## config.mk

```make
export PLATFORM = sky130hd
export DESIGN_NAME = resp_multibulk_request_parser
export DESIGN_NICKNAME = d
export VERILOG_FILES = /design/src/rtl/core/rmbp_pkg.sv /design/src/rtl/core/resp_multibulk_request_parser.sv /design/src/rtl/core/rmbp_num.sv /design/src/rtl/core/rmbp_fsm.sv
export SDC_FILE = /design/constraint.sdc
export NUM_CORES = 1
export LEC_CHECK = 0
export BUFFER_PORTS_ARGS = -buffer_cell sky130_fd_sc_hd__buf_2
export CAP_MARGIN = 20
export CORE_ASPECT_RATIO = 1.2
export CORE_MARGIN = 5
export CORE_UTILIZATION = 50
export DETAILED_ROUTE_END_ITERATION = 7
export GPL_ROUTABILITY_DRIVEN = 0
export PLACE_DENSITY = 0.67
export SETUP_SLACK_MARGIN = 0.02
export SLEW_MARGIN = 40
export SYNTH_ARGS = -nofsm -noshare
export SYNTH_HDL_FRONTEND = slang
export SYNTH_HIERARCHICAL = 1
export SYNTH_SLANG_ARGS = --single-unit
export TNS_END_PERCENT = 5
```

## constraint.sdc

```tcl
create_clock -name clk -period 4.95 [get_ports clk]
set_input_delay 1.485 -clock clk [delete_from_list [all_inputs] [get_ports clk]]
set_output_delay 1.485 -clock clk [all_outputs]
set_load 0.02 [all_outputs]
```

## src/rtl/core/rmbp_pkg.sv

```systemverilog
// Package: types, codes and constants of the multibulk request parser.
package rmbp_pkg;

    localparam int COUNT_BITS_DEF  = 21;
    localparam int LENGTH_BITS_DEF = 30;

    localparam int MAX_ARG_W   = 21;
    localparam int MAX_BULK_W  = 30;
    localparam int CFG_DATA_W  = 30;
    localparam int CFG_INDEX_W = 1;
    localparam int ACC_W       = 31;
    localparam int ARG_INDEX_W = 20;

    localparam logic [MAX_ARG_W-1:0]  MAX_ARG_RESET  = MAX_ARG_W'(1024 * 1024);
    localparam logic [MAX_BULK_W-1:0] MAX_BULK_RESET = MAX_BULK_W'(512 * 1024 * 1024);

    localparam logic [CFG_INDEX_W-1:0] REG_MAX_ARG_COUNT   = 1'd0;
    localparam logic [CFG_INDEX_W-1:0] REG_MAX_BULK_LENGTH = 1'd1;

    localparam logic [7:0] CH_DOLLAR  = 8'h24;
    localparam logic [7:0] CH_CR      = 8'h0D;
    localparam logic [7:0] CH_MINUS   = 8'h2D;
    localparam logic [7:0] CH_DIGIT_0 = 8'h30;
    localparam logic [7:0] CH_DIGIT_9 = 8'h39;

    localparam logic [ACC_W+3:0] ACC_CAP = 35'h0_7FFF_FFFF;

    // event codes
    localparam logic [1:0] EV_PAYLOAD = 2'd0;
    localparam logic [1:0] EV_ARG_END = 2'd1;
    localparam logic [1:0] EV_CMD_END = 2'd2;
    localparam logic [1:0] EV_ERROR   = 2'd3;

    // error codes
    localparam logic [1:0] ERR_NONE       = 2'd0;
    localparam logic [1:0] ERR_BAD_COUNT  = 2'd1;
    localparam logic [1:0] ERR_NO_DOLLAR  = 2'd2;
    localparam logic [1:0] ERR_BAD_LENGTH = 2'd3;

    // progress within a number: nothing seen, sign seen, digits seen
    localparam logic [1:0] SUB_NONE   = 2'd0;
    localparam logic [1:0] SUB_SIGN   = 2'd1;
    localparam logic [1:0] SUB_DIGITS = 2'd2;

    typedef struct packed {
        logic       clr;
        logic       feed;
        logic [1:0] sub;
        logic [7:0] rx_char;
    } num_ctl_t;

    typedef struct packed {
        logic [ACC_W-1:0] accum;
        logic             negative;
        logic             invalid;
        logic [1:0]       sub_next;
    } num_st_t;

endpackage

```

## src/rtl/core/resp_multibulk_request_parser.sv

```systemverilog
// Top level of the multibulk request parser.
//
// Input channel rx: one request byte per transaction (rx_valid, rx_stall, rx_byte).
// Output channel ev: one event per transaction (ev_valid, ev_stall, event_res,
// data, arg_index, error_code). Bytes of headers, counts, lengths, line ends
// and the first trailer byte produce no event.
// Configuration: cfg_we writes cfg_data into register cfg_index (0 max argument
// count, 1 max bulk length) at the clock edge; write only while idle.
// The byte is registered at the accepting edge, then processed and its event
// registered in the result register. Throughput: one byte per cycle unless the
// result register is full and stalled; the phase/counter update of one byte is
// done before the next byte, so bytes stream back to back.
// Stall: ev_stall holds the result register; rx_stall rises only while the
// input register holds a byte and the result register is full and stalled.
// Reset (rst_n low, asynchronous): parser returns to waiting for a header
// byte, limits return to their defaults, both registers empty. After a
// protocol error the parser drops every byte until reset.
module resp_multibulk_request_parser #(
    parameter int COUNT_BITS  = rmbp_pkg::COUNT_BITS_DEF,
    parameter int LENGTH_BITS = rmbp_pkg::LENGTH_BITS_DEF
) (
    input  logic                                 clk,
    input  logic                                 rst_n,
    input  logic                                 cfg_we,
    input  logic [rmbp_pkg::CFG_INDEX_W-1:0]     cfg_index,
    input  logic [rmbp_pkg::CFG_DATA_W-1:0]      cfg_data,
    input  logic                                 rx_valid,
    output logic                                 rx_stall,
    input  logic [7:0]                           rx_byte,
    output logic                                 ev_valid,
    input  logic                                 ev_stall,
    output logic [1:0]                           event_res,
    output logic [7:0]                           data,
    output logic [rmbp_pkg::ARG_INDEX_W-1:0]     arg_index,
    output logic [1:0]                           error_code
);
    import rmbp_pkg::*;

    logic [MAX_ARG_W-1:0]  max_arg_reg;
    logic [MAX_BULK_W-1:0] max_bulk_reg;
    logic [7:0]            byte_reg;
    logic                  byte_vld_reg, byte_vld_next;
    logic                  advance;
    logic                  rx_take;
    num_ctl_t              num_ctl;
    num_st_t               num_st;

    // the held byte moves on unless the result register is full and stalled
    assign advance  = byte_vld_reg && !(ev_valid && ev_stall);
    assign rx_stall = byte_vld_reg && !advance;
    assign rx_take  = rx_valid && !rx_stall;
    assign byte_vld_next = rx_take || (byte_vld_reg && !advance);

    always_ff @(posedge clk or negedge rst_n)
    begin
        if (!rst_n)
        begin
            max_arg_reg  <= MAX_ARG_RESET;
            max_bulk_reg <= MAX_BULK_RESET;
            byte_vld_reg <= 1'b0;
        end
        else
        begin
            byte_vld_reg <= byte_vld_next;
            if (cfg_we)
            begin
                case (cfg_index)
                    REG_MAX_ARG_COUNT:   max_arg_reg  <= cfg_data[MAX_ARG_W-1:0];
                    REG_MAX_BULK_LENGTH: max_bulk_reg <= cfg_data[MAX_BULK_W-1:0];
                    default:             ;
                endcase
            end
        end
    end

    always_ff @(posedge clk)
    begin
        if (rx_take)
            byte_reg <= rx_byte;
    end

    rmbp_num u_num (
        .clk   (clk),
        .rst_n (rst_n),
        .ctl   (num_ctl),
        .st    (num_st)
    );

    rmbp_fsm #(
        .COUNT_BITS  (COUNT_BITS),
        .LENGTH_BITS (LENGTH_BITS)
    ) u_fsm (
        .clk             (clk),
        .rst_n           (rst_n),
        .advance         (advance),
        .rx_char         (byte_reg),
        .max_arg_count   (max_arg_reg),
        .max_bulk_length (max_bulk_reg),
        .num_st          (num_st),
        .num_ctl         (num_ctl),
        .ev_stall        (ev_stall),
        .ev_valid        (ev_valid),
        .event_res       (event_res),
        .data            (data),
        .arg_index       (arg_index),
        .error_code      (error_code)
    );

endmodule

```

## src/rtl/core/rmbp_num.sv

```systemverilog
// Decimal number accumulator: sign, digits, syntax check and saturation.
module rmbp_num (
    input  logic             clk,
    input  logic             rst_n,
    input  rmbp_pkg::num_ctl_t ctl,
    output rmbp_pkg::num_st_t  st
);
    import rmbp_pkg::*;

    logic [ACC_W-1:0] accum_reg, accum_next;
    logic             negative_reg, negative_next;
    logic             invalid_reg, invalid_next;
    logic [1:0]       sub_next;
    logic             is_digit;
    logic [3:0]       digit;
    logic [ACC_W+3:0] acc_x10;

    assign is_digit = (ctl.rx_char >= CH_DIGIT_0) && (ctl.rx_char <= CH_DIGIT_9);
    assign digit    = ctl.rx_char[3:0];
    assign acc_x10  = ((ACC_W+4)'(accum_reg) << 3) + ((ACC_W+4)'(accum_reg) << 1)
                    + (ACC_W+4)'(digit);

    always_comb
    begin
        accum_next    = accum_reg;
        negative_next = negative_reg;
        invalid_next  = invalid_reg;
        sub_next      = ctl.sub;
        if (ctl.clr)
        begin
            accum_next    = '0;
            negative_next = 1'b0;
            invalid_next  = 1'b0;
        end
        else if (ctl.feed)
        begin
            if ((ctl.rx_char == CH_MINUS) && (ctl.sub == SUB_NONE))
            begin
                negative_next = 1'b1;
                sub_next      = SUB_SIGN;
            end
            else if (!is_digit)
            begin
                invalid_next = 1'b1;
            end
            else if (ctl.sub == SUB_DIGITS)
            begin
                // leading zero followed by more digits
                if (accum_reg == '0)
                begin
                    invalid_next = 1'b1;
                end
                else if (acc_x10 > ACC_CAP)
                begin
                    accum_next   = ACC_CAP[ACC_W-1:0];
                    invalid_next = 1'b1;
                end
                else
                begin
                    accum_next = acc_x10[ACC_W-1:0];
                end
            end
            else
            begin
                // "-0" is rejected
                if ((ctl.sub == SUB_SIGN) && (digit == 4'd0))
                    invalid_next = 1'b1;
                accum_next = ACC_W'(digit);
                sub_next   = SUB_DIGITS;
            end
        end
    end

    always_ff @(posedge clk or negedge rst_n)
    begin
        if (!rst_n)
        begin
            accum_reg    <= '0;
            negative_reg <= 1'b0;
            invalid_reg  <= 1'b0;
        end
        else
        begin
            accum_reg    <= accum_next;
            negative_reg <= negative_next;
            invalid_reg  <= invalid_next;
        end
    end

    assign st.accum    = accum_reg;
    assign st.negative = negative_reg;
    assign st.invalid  = invalid_reg;
    assign st.sub_next = sub_next;

endmodule

```

## src/rtl/core/rmbp_fsm.sv

```systemverilog
// Parser sequencer: phase, argument and payload counters, result register.
module rmbp_fsm #(
    parameter int COUNT_BITS  = rmbp_pkg::COUNT_BITS_DEF,
    parameter int LENGTH_BITS = rmbp_pkg::LENGTH_BITS_DEF
) (
    input  logic                                 clk,
    input  logic                                 rst_n,
    input  logic                                 advance,
    input  logic [7:0]                           rx_char,
    input  logic [rmbp_pkg::MAX_ARG_W-1:0]       max_arg_count,
    input  logic [rmbp_pkg::MAX_BULK_W-1:0]      max_bulk_length,
    input  rmbp_pkg::num_st_t                    num_st,
    output rmbp_pkg::num_ctl_t                   num_ctl,
    input  logic                                 ev_stall,
    output logic                                 ev_valid,
    output logic [1:0]                           event_res,
    output logic [7:0]                           data,
    output logic [rmbp_pkg::ARG_INDEX_W-1:0]     arg_index,
    output logic [1:0]                           error_code
);
    import rmbp_pkg::*;

    typedef enum logic [3:0] {
        PH_HDR, PH_CNT0, PH_CNT1, PH_CNT2, PH_CNTLF, PH_DOLLAR,
        PH_LEN0, PH_LEN1, PH_LEN2, PH_LENLF, PH_PAY, PH_TR1, PH_TR2
    } phase_t;

    localparam logic [32:0] CNT_MASK = (33'd1 << COUNT_BITS) - 33'd1;
    localparam logic [32:0] LEN_MASK = (33'd1 << LENGTH_BITS) - 33'd1;

    function automatic phase_t cnt_phase(input logic [1:0] s);
        phase_t p;
        case (s)
            SUB_SIGN:   p = PH_CNT1;
            SUB_DIGITS: p = PH_CNT2;
            default:    p = PH_CNT0;
        endcase
        return p;
    endfunction

    function automatic phase_t len_phase(input logic [1:0] s);
        phase_t p;
        case (s)
            SUB_SIGN:   p = PH_LEN1;
            SUB_DIGITS: p = PH_LEN2;
            default:    p = PH_LEN0;
        endcase
        return p;
    endfunction

    phase_t                   phase_reg, phase_next;
    logic [COUNT_BITS-1:0]    expected_reg, expected_next;
    logic [COUNT_BITS-1:0]    done_reg, done_next;
    logic [LENGTH_BITS-1:0]   left_reg, left_next;
    logic                     halted_reg, halted_next;
    logic                     ev_valid_reg, ev_valid_next;
    logic [1:0]               event_reg;
    logic [7:0]               data_reg;
    logic [ARG_INDEX_W-1:0]   index_reg;
    logic [1:0]               error_reg;

    logic                     res_vld;
    logic [1:0]               res_ev;
    logic [7:0]               res_data;
    logic [1:0]               res_err;
    logic [1:0]               sub;
    logic                     num_ok;
    logic [32:0]              acc_ext;
    logic                     cnt_bad;
    logic                     len_bad;
    logic [COUNT_BITS:0]      done_p1;
    logic                     last_arg;
    logic [LENGTH_BITS-1:0]   left_dec;
    logic [31:0]              done_ext;

    always_comb
    begin
        case (phase_reg)
            PH_CNT1, PH_LEN1: sub = SUB_SIGN;
            PH_CNT2, PH_LEN2: sub = SUB_DIGITS;
            default:          sub = SUB_NONE;
        endcase
    end

    assign num_ok   = !num_st.invalid && (sub == SUB_DIGITS);
    assign acc_ext  = 33'(num_st.accum);
    assign cnt_bad  = (acc_ext > 33'(max_arg_count)) || (acc_ext > CNT_MASK);
    assign len_bad  = !num_ok || num_st.negative
                    || (acc_ext > 33'(max_bulk_length)) || (acc_ext > LEN_MASK);
    assign done_p1  = (COUNT_BITS+1)'(done_reg) + (COUNT_BITS+1)'(1);
    assign last_arg = done_p1 >= (COUNT_BITS+1)'(expected_reg);
    assign left_dec = left_reg - LENGTH_BITS'(1);
    assign done_ext = 32'(done_reg);

    always_comb
    begin
        phase_next    = phase_reg;
        expected_next = expected_reg;
        done_next     = done_reg;
        left_next     = left_reg;
        halted_next   = halted_reg;
        res_vld       = 1'b0;
        res_ev        = EV_PAYLOAD;
        res_data      = 8'd0;
        res_err       = ERR_NONE;
        num_ctl.clr     = 1'b0;
        num_ctl.feed    = 1'b0;
        num_ctl.sub     = sub;
        num_ctl.rx_char = rx_char;

        if (advance && !halted_reg)
        begin
            case (phase_reg)
                PH_HDR:
                begin
                    num_ctl.clr = 1'b1;
                    phase_next  = PH_CNT0;
                end
                PH_CNT0, PH_CNT1, PH_CNT2:
                begin
                    if (rx_char != CH_CR)
                    begin
                        num_ctl.feed = 1'b1;
                        phase_next   = cnt_phase(num_st.sub_next);
                    end
                    else if (!num_ok)
                    begin
                        res_vld     = 1'b1;
                        res_ev      = EV_ERROR;
                        res_err     = ERR_BAD_COUNT;
                        halted_next = 1'b1;
                    end
                    else if (num_st.negative || (num_st.accum == '0))
                    begin
                        // empty command, skipped
                        expected_next = '0;
                        done_next     = '0;
                        phase_next    = PH_CNTLF;
                    end
                    else if (cnt_bad)
                    begin
                        res_vld     = 1'b1;
                        res_ev      = EV_ERROR;
                        res_err     = ERR_BAD_COUNT;
                        halted_next = 1'b1;
                    end
                    else
                    begin
                        expected_next = COUNT_BITS'(num_st.accum);
                        done_next     = '0;
                        phase_next    = PH_CNTLF;
                    end
                end
                PH_CNTLF:
                begin
                    phase_next = (expected_reg == '0) ? PH_HDR : PH_DOLLAR;
                end
                PH_DOLLAR:
                begin
                    if (rx_char != CH_DOLLAR)
                    begin
                        res_vld     = 1'b1;
                        res_ev      = EV_ERROR;
                        res_err     = ERR_NO_DOLLAR;
                        halted_next = 1'b1;
                    end
                    else
                    begin
                        num_ctl.clr = 1'b1;
                        phase_next  = PH_LEN0;
                    end
                end
                PH_LEN0, PH_LEN1, PH_LEN2:
                begin
                    if (rx_char != CH_CR)
                    begin
                        num_ctl.feed = 1'b1;
                        phase_next   = len_phase(num_st.sub_next);
                    end
                    else if (len_bad)
                    begin
                        res_vld     = 1'b1;
                        res_ev      = EV_ERROR;
                        res_err     = ERR_BAD_LENGTH;
                        halted_next = 1'b1;
                    end
                    else
                    begin
                        left_next  = LENGTH_BITS'(num_st.accum);
                        phase_next = PH_LENLF;
                    end
                end
                PH_LENLF:
                begin
                    phase_next = (left_reg == '0) ? PH_TR1 : PH_PAY;
                end
                PH_PAY:
                begin
                    left_next = left_dec;
                    if (left_dec == '0)
                        phase_next = PH_TR1;
                    res_vld  = 1'b1;
                    res_ev   = EV_PAYLOAD;
                    res_data = rx_char;
                end
                PH_TR1:
                begin
                    phase_next = PH_TR2;
                end
                PH_TR2:
                begin
                    res_vld = 1'b1;
                    if (last_arg)
                    begin
                        res_ev        = EV_CMD_END;
                        done_next     = '0;
                        expected_next = '0;
                        phase_next    = PH_HDR;
                    end
                    else
                    begin
                        res_ev     = EV_ARG_END;
                        done_next  = done_p1[COUNT_BITS-1:0];
                        phase_next = PH_DOLLAR;
                    end
                end
                default:
                begin
                    phase_next = PH_HDR;
                end
            endcase
        end
    end

    // result register frees when taken; refilled by each processed byte that yields an event
    assign ev_valid_next = advance ? res_vld : (ev_valid_reg && ev_stall);

    always_ff @(posedge clk or negedge rst_n)
    begin
        if (!rst_n)
        begin
            phase_reg    <= PH_HDR;
            expected_reg <= '0;
            done_reg     <= '0;
            left_reg     <= '0;
            halted_reg   <= 1'b0;
            ev_valid_reg <= 1'b0;
        end
        else
        begin
            phase_reg    <= phase_next;
            expected_reg <= expected_next;
            done_reg     <= done_next;
            left_reg     <= left_next;
            halted_reg   <= halted_next;
            ev_valid_reg <= ev_valid_next;
        end
    end

    always_ff @(posedge clk)
    begin
        if (advance && res_vld)
        begin
            event_reg <= res_ev;
            data_reg  <= res_data;
            index_reg <= (res_err == ERR_BAD_COUNT) ? '0 : done_ext[ARG_INDEX_W-1:0];
            error_reg <= res_err;
        end
    end

    assign ev_valid   = ev_valid_reg;
    assign event_res  = event_reg;
    assign data       = data_reg;
    assign arg_index  = index_reg;
    assign error_code = error_reg;

endmodule

```

### After elaboration in Yosys (flattened, before gate mapping)

Index checks and enable logic that the tools add are counted.

* add/sub/neg operators: 4
* $mul: 0
* divide/modulo/power cells: 0
* $lt $le $gt $ge: 8
* equal/unequal tests: 39
* shift operators: 0
* multiplexer cells: 92
* bitwise logic cells: 1
* reduce and logical (&&, ||, !) cells: 52

Operators with widths (count)
* 31-bit 2-to-1 mux: 7
* 21-bit 2-to-1 mux: 10
* 21-bit case mux with 2 select lines: 2
* 30-bit logical NOT: 2
* 30-bit 2-to-1 mux: 2
* 30-bit case mux with 2 select lines: 1
* 2-bit 2-to-1 mux: 19
* 4-bit case mux with 9 select lines: 1
* 34-bit by 32-bit adder with 35-bit output: 1
* 35-bit by 4-bit adder with 35-bit output: 1
* 35-bit by 31-bit greater-than comparator with 1-bit output, second input constant: 1
* 1-bit 2-to-1 mux: 32
* 4-bit 2-to-1 mux: 8
* 31-bit by 21-bit greater-than comparator with 1-bit output: 1
* 31-bit by 21-bit greater-than comparator with 1-bit output, second input constant: 1
* 31-bit by 30-bit greater-than comparator with 1-bit output: 1
* 31-bit by 30-bit greater-than comparator with 1-bit output, second input constant: 1
* 31-bit logical NOT: 1
* 30-bit by 1-bit subtractor with 30-bit output, second input constant: 1
* 21-bit by 1-bit adder with 22-bit output, second input constant: 1
* 22-bit by 21-bit >= comparator with 1-bit output: 1
* 21-bit logical NOT: 1
* 4-bit == test, second input constant: 5
* 4-bit by 3-bit == test with 1-bit output, second input constant: 4
* 40 further kinds: 91

* register bits after elaboration: 203
* bits in latches: 0
* bits in writable memories: 0
* ROM bits: 0
* output and inout port bits: 34
* word-level logic and storage cells: 213
* memories kept: 0

### Longest topological paths before layout

Gate-level depths: netlist (run 1).

* depth in word-level cells: 14
* depth in mapped cells: 19
* mapped depth without buffers: 18

### Cells and area by module

The synthesis (run 1) kept the hierarchy.

Modules (own cells, without submodules)
* rmbp_fsm: instances 1, cells each 961, area an instance 8293.0 µm², sequential area each 2912.8 µm²
* rmbp_num: instances 1, cells each 427, area an instance 3706.1 µm², sequential area each 825.8 µm²
* resp_multibulk_request_parser: instances 1, cells each 123, area an instance 2344.7 µm², sequential area each 1544.0 µm²

### Worst setup path after synthesis (run 1)

OpenSTA, ideal clock, no wires.

* path type: reg-to-reg
* start: register max_arg_reg[20]
* end: register u_fsm.index_reg[0], in the netlist u_fsm/arg_index[0] (enable)
* data arrival time: 3.732 ns
* required time: 4.517 ns
* path slack: 0.784 ns
* stages on the path, launching flop included: 11
* buffers on the path: 0
* clock period less this slack: 4.166 ns
* path through: dfstp_2 -> inv_1 -> ha_1 -> nand4bb_1 -> nor4_1 -> nor3_1 -> o31ai_1 -> a31oi_1 -> o211ai_1 -> a21oi_4 -> a21oi_1

* longest elaborated chain between the ends: 9

Ends and longest elaborated chain
* from (decl): line resp_multibulk_request_parser.sv:39 `logic [MAX_ARG_W-1:0] max_arg_reg;`
* from (signal assigned): line resp_multibulk_request_parser.sv:68 `REG_MAX_ARG_COUNT: max_arg_reg <= cfg_data[MAX_ARG_W-1:0];`
* 31-bit by 21-bit greater-than comparator with 1-bit output: line rmbp_fsm.sv:87 `assign cnt_bad = (acc_ext > 33'(max_arg_count)) || (acc_ext > CNT_MASK);`
* 1-bit logical OR: line rmbp_fsm.sv:87
* 1-bit 2-to-1 mux: line rmbp_fsm.sv:140 `else if (cnt_bad)`
* 1-bit 2-to-1 mux: line rmbp_fsm.sv:133 `else if (num_st.negative || (num_st.accum == '0))`
* 1-bit 2-to-1 mux: line rmbp_fsm.sv:126 `else if (!num_ok)`
* 1-bit 2-to-1 mux: line rmbp_fsm.sv:121 `if (rx_char != CH_CR)`
* 1-bit case mux with 4 select lines: line rmbp_fsm.sv:113 `case (phase_reg)`
* 1-bit 2-to-1 mux: line rmbp_fsm.sv:111 `if (advance && !halted_reg)`
* 1-bit logical AND: line rmbp_fsm.sv:262 `if (advance && res_vld)`
* to (signal assigned): line rmbp_fsm.sv:266 `index_reg <= (res_err == ERR_BAD_COUNT) ? '0 : done_ext[ARG_INDEX_W-1:0];`
* to (decl): line rmbp_fsm.sv:59 `logic [ARG_INDEX_W-1:0] index_reg;`

Every way passes these cells.
A chain may end at the register's enable or synchronous reset.

### Final worst setup path (run 1)

* start: register u_fsm.done_reg[0]
* end: register u_fsm.done_reg[5]

* longest elaborated chain between the ends: 4

Ends and longest elaborated chain
* from (decl): line rmbp_fsm.sv:53 `logic [COUNT_BITS-1:0] done_reg, done_next;`
* from (signal assigned): line rmbp_fsm.sv:253 `done_reg <= done_next;`
* 21-bit by 1-bit adder with 22-bit output *: line rmbp_fsm.sv:90 `assign done_p1 = (COUNT_BITS+1)'(done_reg) + (COUNT_BITS+1)'(1);`
* 22-bit by 21-bit >= comparator with 1-bit output: line rmbp_fsm.sv:91 `assign last_arg = done_p1 >= (COUNT_BITS+1)'(expected_reg);`
* 21-bit 2-to-1 mux *: line rmbp_fsm.sv:213 `if (last_arg)`
* 21-bit case mux with 2 select lines *: line rmbp_fsm.sv:113

Mark *: on every way between the ends. The rest lies on a longest branch, timed or not.

==> results of run 1 <==
cells by family (layout without fill, tap and decap cells):
kind of cell	count (synthesis)	after routing	share of synthesized area, %
fa+ha+maj	143	143	12.6
flops	203	203	36.8
compound gates	395	395	18.0
mux	74	74	6.45
simple gates	467	467	17.4
xor+xnor	55	55	3.36
buf+inv	174	254	5.40
synth_stat cells, drive strengths merged (14+ instances only):
cell	instances
inv	100
nor3	30
and2	21
clkbuf	50
nand3	37
edfxtp	40
nor4	34
dfrtp	161
a21oi	121
xor2	21
buf	24
nand4	29
ha	141
xnor2	34
mux2i	20
o21ai	97
mux2	54
a221o	25
nand2	95
a211oi	19
nor2	112
o211ai	14
and3	21
a22o	15
nand2b	23
a21o	17
worst min path at each step:
stage / slack, ns / to / from / cells past startpoint
6_report: 0.48 / u_fsm/halted_reg / u_fsm/halted_reg / 1
5_1_grt: 0.51 / u_fsm/halted_reg / u_fsm/halted_reg / 1
4_1_cts: 0.48 / u_fsm/halted_reg / u_fsm/halted_reg / 1
3_5_place_dp: 0.46 / u_fsm/halted_reg / u_fsm/halted_reg / 1
3_3_place_gp: 0.47 / u_fsm/halted_reg / u_fsm/halted_reg / 1
2_1_floorplan: 0.43 / u_fsm/halted_reg / u_fsm/halted_reg / 1
metrics by stage:
stage	instances	util (%)
after floorplan	1511	-
after global routing	1976	55.7
after global placement	1934	53.1
after detailed placement	1934	53.1
final	1976	55.7
after CTS	1976	55.7
cells in the final DEF (no fill, tap or decap), drive strengths merged, types with 7 or more instances in the layout:
master,synthesis,layout
dfrtp,161,161
ha,141,141
a21oi,121,121
nor2,112,112
buf,24,111
inv,100,101
o21ai,97,97
nand2,95,95
mux2,54,54
edfxtp,40,40
nand3,37,37
xnor2,34,34
nor4,34,34
clkbuf,50,31
nor3,30,30
nand4,29,29
a221o,25,25
nand2b,23,23
and2,21,21
xor2,21,21
and3,21,21
mux2i,20,20
a211oi,19,19
a21o,17,17
a22o,15,15
o211ai,14,14
o31ai,13,13
a31oi,13,13
or3,12,12
or4,9,9
nor2b,8,8
nor3b,7,7
worst max-delay path: cells and delay by family (launching register included):
family / cells / cell delay, ns
compound gates: 5 / 1.26
fa+ha+maj: 2 / 0.55
xor+xnor: 1 / 0.22
flops: 1 / 0.46
simple gates: 8 / 1.76
area by class of cell:
type	instances	share of cell area, %
clock inverters	12	0.646
multi-input cells	1134	52.4
inverters	100	2.36
well taps	385	3.03
repair buffers	112	4.22
flip-flops and latches	203	33.3
clock buffers	30	4.04
per-layer routing:
layer	GRT usage, %	up-vias
met2	42.2	343
met1	29.2	5677
met5	0	-
met4	8.97	0
li1	-	5710
met3	2.77	87
power breakdown:
group | internal (mW) | switching [mW]
sequential | 1.87 | 0.200
combinational | 0.502 | 0.727
clock | 0.970 | 0.699
total | 3.34 | 1.63
==> run_results.csv, run 1 <==
group,metric,value,unit
outcome,run_status,"complete, no violations",
global_routing,grt_pass1_wl,61900,um
timing,fin_crit_sh,88.1,%
timing,fmax,229,MHz
finish,nets,1761,
finish,seqCellArea,0.00528,mm2
synth,syn-cell-area,0.0143,mm2
setup_path,cp_common_cell,"nor2_1",
setup_path,crit_type,"register to register",
cts,hold_buffers,0,
detailed_routing,drt-met1-wl,15600,um
setup_path,worstPathCellList,"ha_1, nand3_1, nor2_1, and2_1, nand3_1, nor2_1, nand4_1, xnor2_1, ha_1, a21o_1, a21oi_1, nor2_1, a311oi_1, o211ai_1, or2_2, o41ai_1",
timing,setup_viol,0,
setup_path,rr_endpoint,"u_fsm/done_reg[5]",
finish,fillerInstances,2507,
global_routing,grt_max_degree,83,
finish,diodes,0,
synth,ys_top_cells_by_area,"dfrtp_1, ha_1, edfxtp_1",
setup_path,rr_worst_depth,16,
setup_path,worstSetupEndpoint,"u_fsm/done_reg[5]",
setup_path,critPathMaxStageDelay,0.51,ns
detailed_routing,wl_per_cell,19.5,um
placed_design,hpwl,28400,um
timing,rsz0062_at_grt,"false",
power_and_ir_drop,p_leak,7.51,nW
cts,cts-htree-levels,1,
global_routing,grt_pass1_vias,11800,
timing,worst_slack,0.588,ns
detailed_routing,avgViaCountPerCell,5.98,
die,dieHeight,196,um
timing,worst_pin_slew,0.892,ns
synth,synth.ff_latch_count,203,
setup_path,r2r_setup_slack,0.59,ns
detailed_routing,drc,0,
finish,area_growth,10.7,%
cts,cts.sinks,203,
detailed_routing,wl_met3,1730,um
setup_path,reg2reg_from,"u_fsm/done_reg[0]",
placed_design,pre_cts_slack,0.552,ns
timing,whs,0.479,ns
die,row_count,68,
die,fp.dieArea,0.0322,mm2
job,drv_cap,0,
detailed_routing,drt-pass1-iter-count,5,
timing,fin_worst_skew,0.0133,ns
timing,fin_tns_setup,0,ns
synth,synth_edf_count,40,
cts,postCtsResizedCells,0,
synth,synth_cells,1511,
setup_path,worstPathArrival,4.76,ns
placed_design,portBuffers,77,
finish,multiInputGateArea,0.00833,mm2
synth,synth_cell_types,93,
global_routing,gr-total-overflow,0,
setup_path,crit_path_start,"u_fsm/done_reg[0]",
synth,syn_area_per_cell,9.49,um2
setup_path,crit_required,5.34,ns
detailed_routing,drt-initial-drc-count,839,
synth,synth_top_area_share,28.1,%
global_routing,antenna_found_initial,0,
hold_path,hp-class,"register to register",
cts,clockBufferDepth,3,
setup_path,cp_max_fo,10,
detailed_routing,wl_met2,19700,um
timing,drv_slew,0,
global_routing,grtUsageTotal,23.7,%
cts,path_clk_slew,0.06,ns
synth,yosysTopAreaCell,"dfrtp_1",
cts,clkLatencyLatePin,0.52,ns
cts,postCtsSetupBuffers,0,
placed_design,dpl_cell_area,0.0151,mm2
timing,slew_headroom,40.2,%
detailed_routing,top_layer_used,"met4",
detailed_routing,ant_nets,0,
cts,cts_tree,"built",
setup_path,critPathSlowestCell,"or2_2",
detailed_routing,routed_wirelength,38500,um
power_and_ir_drop,ir_drop,0.285,mV
synth,ys_warn_count,6,
finish,drive_gt1_share,15.0,%
timing,fin_crit,4.36,ns
cts,cts_root_buffer,"clkbuf_16",
die,io_pins,78,
cts,numCtsBuffers,23,
die,initial_utilization,50.3,%
die,die_w,165,um
power_and_ir_drop,finalPower,4.97,mW
synth,async_reset_ff_share,80.3,%
finish,largest_register_ffs,31,
setup_path,crit_path_start_kind,"register",
synth,ys.flop_type,"dfrtp_1",
power_and_ir_drop,p_per_area,313,mW/mm2
synth,synth_fp_nets,1698,
detailed_routing,vias,11800,
synth,yosysSeqAreaShare,36.8,%
timing,hold_violations,0,
finish,final_area,0.0159,mm2
die,coreArea,0.0285,mm2
setup_path,worst_setup_path_end_kind,"register",
Power figures use the tool's default switching activity.
==> run 2, diff against run 1 <==
--- a/config.mk
+++ b/config.mk
@@ -10,6 +10,7 @@
 export CORE_ASPECT_RATIO = 1.2
 export CORE_MARGIN = 5
 export CORE_UTILIZATION = 50
+export CTS_BUF_LIST = sky130_fd_sc_hd__clkbuf_16
 export DETAILED_ROUTE_END_ITERATION = 7
 export GPL_ROUTABILITY_DRIVEN = 0
 export PLACE_DENSITY = 0.67
==> run 2 against run 1 <==
  * Global-route usage is essentially flat
  * Final area shrank 0.25%
  * Via count is essentially flat
  * Power shrank 1.5%
  * Largest power group unchanged
  * Highest routed layer unchanged
==> run_results.csv, run 2 (synthesized netlist as in run 1, its figures left out) <==
group,metric,value,unit
global_routing,antenna_found_initial,0,
global_routing,grt_pass1_vias,11800,
cts,postCtsResizedCells,0,
placed_design,hpwl,28400,um
die,dieHeight,196,um
finish,mostFrequentLayoutCell,"dfrtp_1",
cts,path_clk_slew,0.06,ns
die,fp.dieArea,0.0322,mm2
detailed_routing,drt-initial-drc-count,899,
timing,fin_crit_sh,88.6,%
global_routing,grt_max_degree,83,
die,initial_utilization,50.3,%
setup_path,rr_worst_depth,16,
placed_design,portBuffers,77,
detailed_routing,drc,0,
cts,cts.sinks,203,
timing,drv_slew,0,
timing,fin_tns_setup,0,ns
hold_path,holdPathStages,1,
finish,fillerInstances,2507,
finish,multiInputGateArea,0.00833,mm2
timing,hold_violations,0,
cts,numCtsBuffers,23,
setup_path,crit_path_start,"u_fsm/done_reg[0]",
hold_path,hp-start,"u_fsm/halted_reg",
global_routing,grtUsageTotal,23.7,%
finish,nets,1761,
power_and_ir_drop,finalPower,4.90,mW
setup_path,worstPathArrival,4.78,ns
timing,rsz0062_at_grt,"false",
die,coreArea,0.0285,mm2
timing,fin_worst_skew,0.0157,ns
cts,cts_root_buffer,"clkbuf_16",
power_and_ir_drop,p_per_area,309,mW/mm2
cts,cts_tree,"built",
finish,drive_gt1_share,14.7,%
die,die_w,165,um
power_and_ir_drop,p_leak,7.50,nW
power_and_ir_drop,ir_drop,0.284,mV
setup_path,cp_max_fo,10,
detailed_routing,routed_wirelength,38500,um
timing,slew_headroom,39.2,%
setup_path,reg2reg_from,"u_fsm/done_reg[0]",
detailed_routing,drt-pass1-iter-count,5,
setup_path,crit_path_start_kind,"register",
detailed_routing,ant_nets,0,
timing,worst_pin_slew,0.908,ns
cts,cts-htree-levels,1,
timing,fin_crit,4.39,ns
job,drv_cap,0,
detailed_routing,wl_per_cell,19.5,um
setup_path,rr_endpoint,"u_fsm/done_reg[5]",
finish,area_growth,10.4,%
hold_path,min_to,"u_fsm/halted_reg",
detailed_routing,vias,11800,
finish,instances_no_fill,1976,
hold_path,hp-class,"register to register",
cts,clockBufferDepth,3,
timing,setup_viol,0,
global_routing,gr-total-overflow,0,
setup_path,worst_setup_path_end_kind,"register",
finish,seqCellArea,0.00528,mm2
cts,hold_buffers,0,
global_routing,grt_pass1_wl,61900,um
placed_design,placedCellCount,1934,
finish,layout_common_cells,"dfrtp_1, ha_1, a21oi_1",
finish,largest_register_ffs,31,
die,io_pins,78,
finish,diodes,0,
timing,fmax,228,MHz
cts,clkLatencyLatePin,0.52,ns
setup_path,r2r_setup_slack,0.56,ns
detailed_routing,avgViaCountPerCell,5.98,
setup_path,crit_type,"register to register",
die,row_count,68,
cts,postCtsSetupBuffers,0,
outcome,run_status,"complete, no violations",
setup_path,crit_required,5.34,ns
-- run 2: changes by cell type in the layout (fill, tap and decap cells not counted), sizes merged --
cell    change
clkbuf      -7
clkinv      +4
inv         +3
-- run 2: critical path, stage by stage (launching register included) --
cell and delay (ns):
dfrtp_1 0.46, ha_1 0.26, nand3_1 0.14, nor2_1 0.19, and2_1 0.23, nand3_1 0.20
nor2_1 0.29, nand4_1 0.15, xnor2_1 0.23, ha_1 0.29, a21o_1 0.16, a21oi_1 0.13
nor2_1 0.05, a311oi_1 0.27, o211ai_1 0.44, or2_2 0.52, o41ai_1 0.27
-- run 2: worst max-delay path by stage --
stage	endpoint	slack (ns)	cells after the start
global route	u_fsm/done_reg[5]	0.20	16
detailed placement	u_num/accum_reg[17]	0.55	11
floorplan	u_fsm/arg_index[0]	0.78	10
global placement	u_fsm/phase_reg[3]	0.52	10
finish	u_fsm/done_reg[5]	0.56	16
CTS	u_fsm/done_reg[5]	0.56	16
-- run 2: per-layer routing --
metal | GRT usage [%] | wire length [um]
met1 | 29.3 | 15700
met2 | 42.1 | 19600
met3 | 2.77 | 1650
met4 | 9.00 | 1530
met5 | 0 | 0
-- run 2: power breakdown --
group          internal (mW)  switching (mW)  total (mW)
logic                  0.501           0.726        1.23
clock network          0.902           0.695        1.60
registers               1.87           0.200        2.07
-- run 2: layout make-up --
class,instances,area share [%]
Multi-Input combinational cell,1134,52.6
Sequential cell,203,33.4
Timing Repair Buffer,112,4.23
Clock buffer,23,3.63
Tap cell,385,3.04
Inverter,100,2.37
Clock inverter,19,0.814
-- run 2: per-stage QoR --
step | hold slack (ns) | instance area (um2) | setup WS [ns] | util, %
after detailed placement | 0.459 | 15100 | 0.552 | 53.1
after global routing | 0.513 | 15800 | 0.195 | 55.6
final | 0.478 | 15800 | 0.564 | 55.6
after floorplan | 0.434 | 14300 | 0.784 | -
after global placement | 0.470 | 15100 | 0.521 | 53.1
after CTS | 0.479 | 15800 | 0.559 | 55.6
==> run 3, diff against run 2 <==
--- a/config.mk
+++ b/config.mk
@@ -5,15 +5,14 @@
 export SDC_FILE = /design/constraint.sdc
 export NUM_CORES = 1
 export LEC_CHECK = 0
-export BUFFER_PORTS_ARGS = -buffer_cell sky130_fd_sc_hd__buf_2
 export CAP_MARGIN = 20
 export CORE_ASPECT_RATIO = 1.2
 export CORE_MARGIN = 5
 export CORE_UTILIZATION = 50
 export CTS_BUF_LIST = sky130_fd_sc_hd__clkbuf_16
 export DETAILED_ROUTE_END_ITERATION = 7
+export DONT_BUFFER_PORTS = 1
 export GPL_ROUTABILITY_DRIVEN = 0
-export PLACE_DENSITY = 0.67
 export SETUP_SLACK_MARGIN = 0.02
 export SLEW_MARGIN = 40
 export SYNTH_ARGS = -nofsm -noshare
==> run 3 against run 2 <==
  * Final cell count down 3.7%
  * Combinational power down 5%
  * Sequential power about the same
  * Worst hold slack worse by 0.00059 ns
  * Wire length up 3.1%
  * First-iteration DRC count up 4.9%
  * Flip-flop and latch count unchanged
  * Global-route usage up 0.57 points
  * Die area unchanged
  * Largest power group unchanged
  * Highest routed layer unchanged
==> run_results.csv, run 3 (synthesized netlist as in run 1, its figures left out) <==
group,metric,value,unit
outcome,run_status,"complete, no violations",
timing,fmax,227,MHz
setup_path,crit_type,"register to register",
placed_design,hpwl,29100,um
cts,clockBufferDepth,3,
die,row_count,68,
finish,nets,1687,
detailed_routing,ant_nets,0,
timing,slew_headroom,49.2,%
detailed_routing,drt-initial-drc-count,943,
setup_path,cp_max_fo,9,
timing,setup_viol,0,
setup_path,crit_required,5.31,ns
timing,fin_worst_skew,0.0293,ns
global_routing,grt_max_degree,164,
cts,cts_root_buffer,"clkbuf_16",
cts,postCtsResizedCells,0,
die,fp.dieArea,0.0322,mm2
finish,layout_common_cells,"dfrtp_1, ha_1, a21oi_1",
finish,area_growth,8.21,%
setup_path,crit_path_start,"u_fsm/done_reg[0]",
global_routing,grtUsageTotal,24.3,%
job,drv_cap,0,
cts,cts_tree,"built",
die,coreArea,0.0285,mm2
power_and_ir_drop,p_leak,7.28,nW
detailed_routing,routed_wirelength,39600,um
timing,worst_pin_slew,0.755,ns
timing,hold_violations,0,
die,io_pins,78,
global_routing,antenna_found_initial,0,
detailed_routing,drc,0,
global_routing,gr-total-overflow,0,
finish,diodes,0,
timing,fin_tns_setup,0,ns
setup_path,crit_path_start_kind,"register",
finish,fin_util,54.5,%
cts,path_clk_slew,0.06,ns
die,die_w,165,um
die,dieHeight,196,um
global_routing,grt_pass1_wl,62800,um
cts,clkLatencyLatePin,0.52,ns
global_routing,grt_pass1_vias,11300,
timing,fin_crit_sh,89.1,%
cts,cts-htree-levels,1,
placed_design,pre_cts_slack,0.562,ns
die,initial_utilization,50.3,%
detailed_routing,avgViaCountPerCell,6.06,
placed_design,portBuffers,0,
timing,worst_slack,0.540,ns
setup_path,r2r_setup_slack,0.54,ns
finish,mostFrequentLayoutCell,"dfrtp_1",
hold_path,hp-class,"register to register",
cts,cts.sinks,203,
finish,largest_register_ffs,31,
power_and_ir_drop,p_per_area,321,mW/mm2
cts,numCtsBuffers,23,
detailed_routing,drt-pass1-iter-count,7,
detailed_routing,wl_per_cell,20.8,um
timing,drv_slew,0,
power_and_ir_drop,ir_drop,0.296,mV
timing,fin_crit,4.41,ns
setup_path,reg2reg_from,"u_fsm/done_reg[0]",
finish,drive_gt1_share,10.5,%
cts,postCtsSetupBuffers,0,
setup_path,worst_setup_path_end_kind,"register",
timing,rsz0062_at_grt,"false",
cts,hold_buffers,0,
setup_path,worstPathArrival,4.77,ns
detailed_routing,vias,11500,
hold_path,hp-start,"u_fsm/halted_reg",
run 3: cell count changes in the layout (fill, tap and decap cells not counted), moves of 2 or more:
cell | previous run | this run
buf_2 | 76 | 0
buf_4 | 34 | 37
bufinv_16 | 1 | 3
clkinvlp_4 | 4 | 0
inv_1 | 103 | 105
run 3: worst paths after layout:
path                            cells after the start                end
worst max-delay path                               17  u_fsm/done_reg[5]
max in group asynchronous                           0   max_bulk_reg[29]
worst min register to register                      1   u_fsm/halted_reg
worst min-delay path                                1   u_fsm/halted_reg
min in group asynchronous                           0     u_fsm/ev_valid
worst max register to register                     17  u_fsm/done_reg[5]
run 3: routing by layer:
layer  share of wire, %  global-route usage [%]
met1                 42                    31.0
met2                 50                    42.3
met3                3.8                    3.08
met4                3.9                    8.44
met5                  0                       0
run 3: cell type report:
| cell class | instances | area (um2) |
|---|---|---|
| Fill cell | 2593 | 13000 |
| Tap cell | 385 | 482 |
| Inverter | 100 | 375 |
| Multi-Input combinational cell | 1134 | 8320 |
| Timing Repair Buffer | 38 | 298 |
| Sequential cell | 203 | 5280 |
| Clock buffer | 24 | 601 |
| Clock inverter | 18 | 161 |
run 3: per-stage QoR:
stage	cells	cell area, um2	hold WS (ns)	total power, mW
floorplan	1511	14300	0.434	2.96
global placement	1860	14800	0.461	3.25
detailed placement	1860	14800	0.458	3.27
CTS	1902	15500	0.478	5.02
global route	1902	15500	0.513	5.25
finish	1902	15500	0.477	4.99
run 3: power breakdown:
group          internal [mW]  total [mW]  switching [mW]
combinational          0.479        1.17           0.690
clock                   1.03        1.73           0.699
sequential              1.87        2.09           0.211
total                   3.39        4.99            1.60
run 3: worst max-delay path, stage by stage (launching register included):
cell      delay (ns)
dfrtp_1         0.45
ha_1            0.26
nand3_1         0.14
nor2_1          0.20
and2_1          0.23
nand3_1         0.19
nor2_1          0.29
nand4_1         0.15
xnor2_1         0.25
ha_1            0.29
a21o_1          0.16
a21oi_1         0.14
nor2_1          0.06
a311oi_1        0.27
o211ai_1        0.19
buf_4           0.22
or2_2           0.39
o41ai_1         0.37
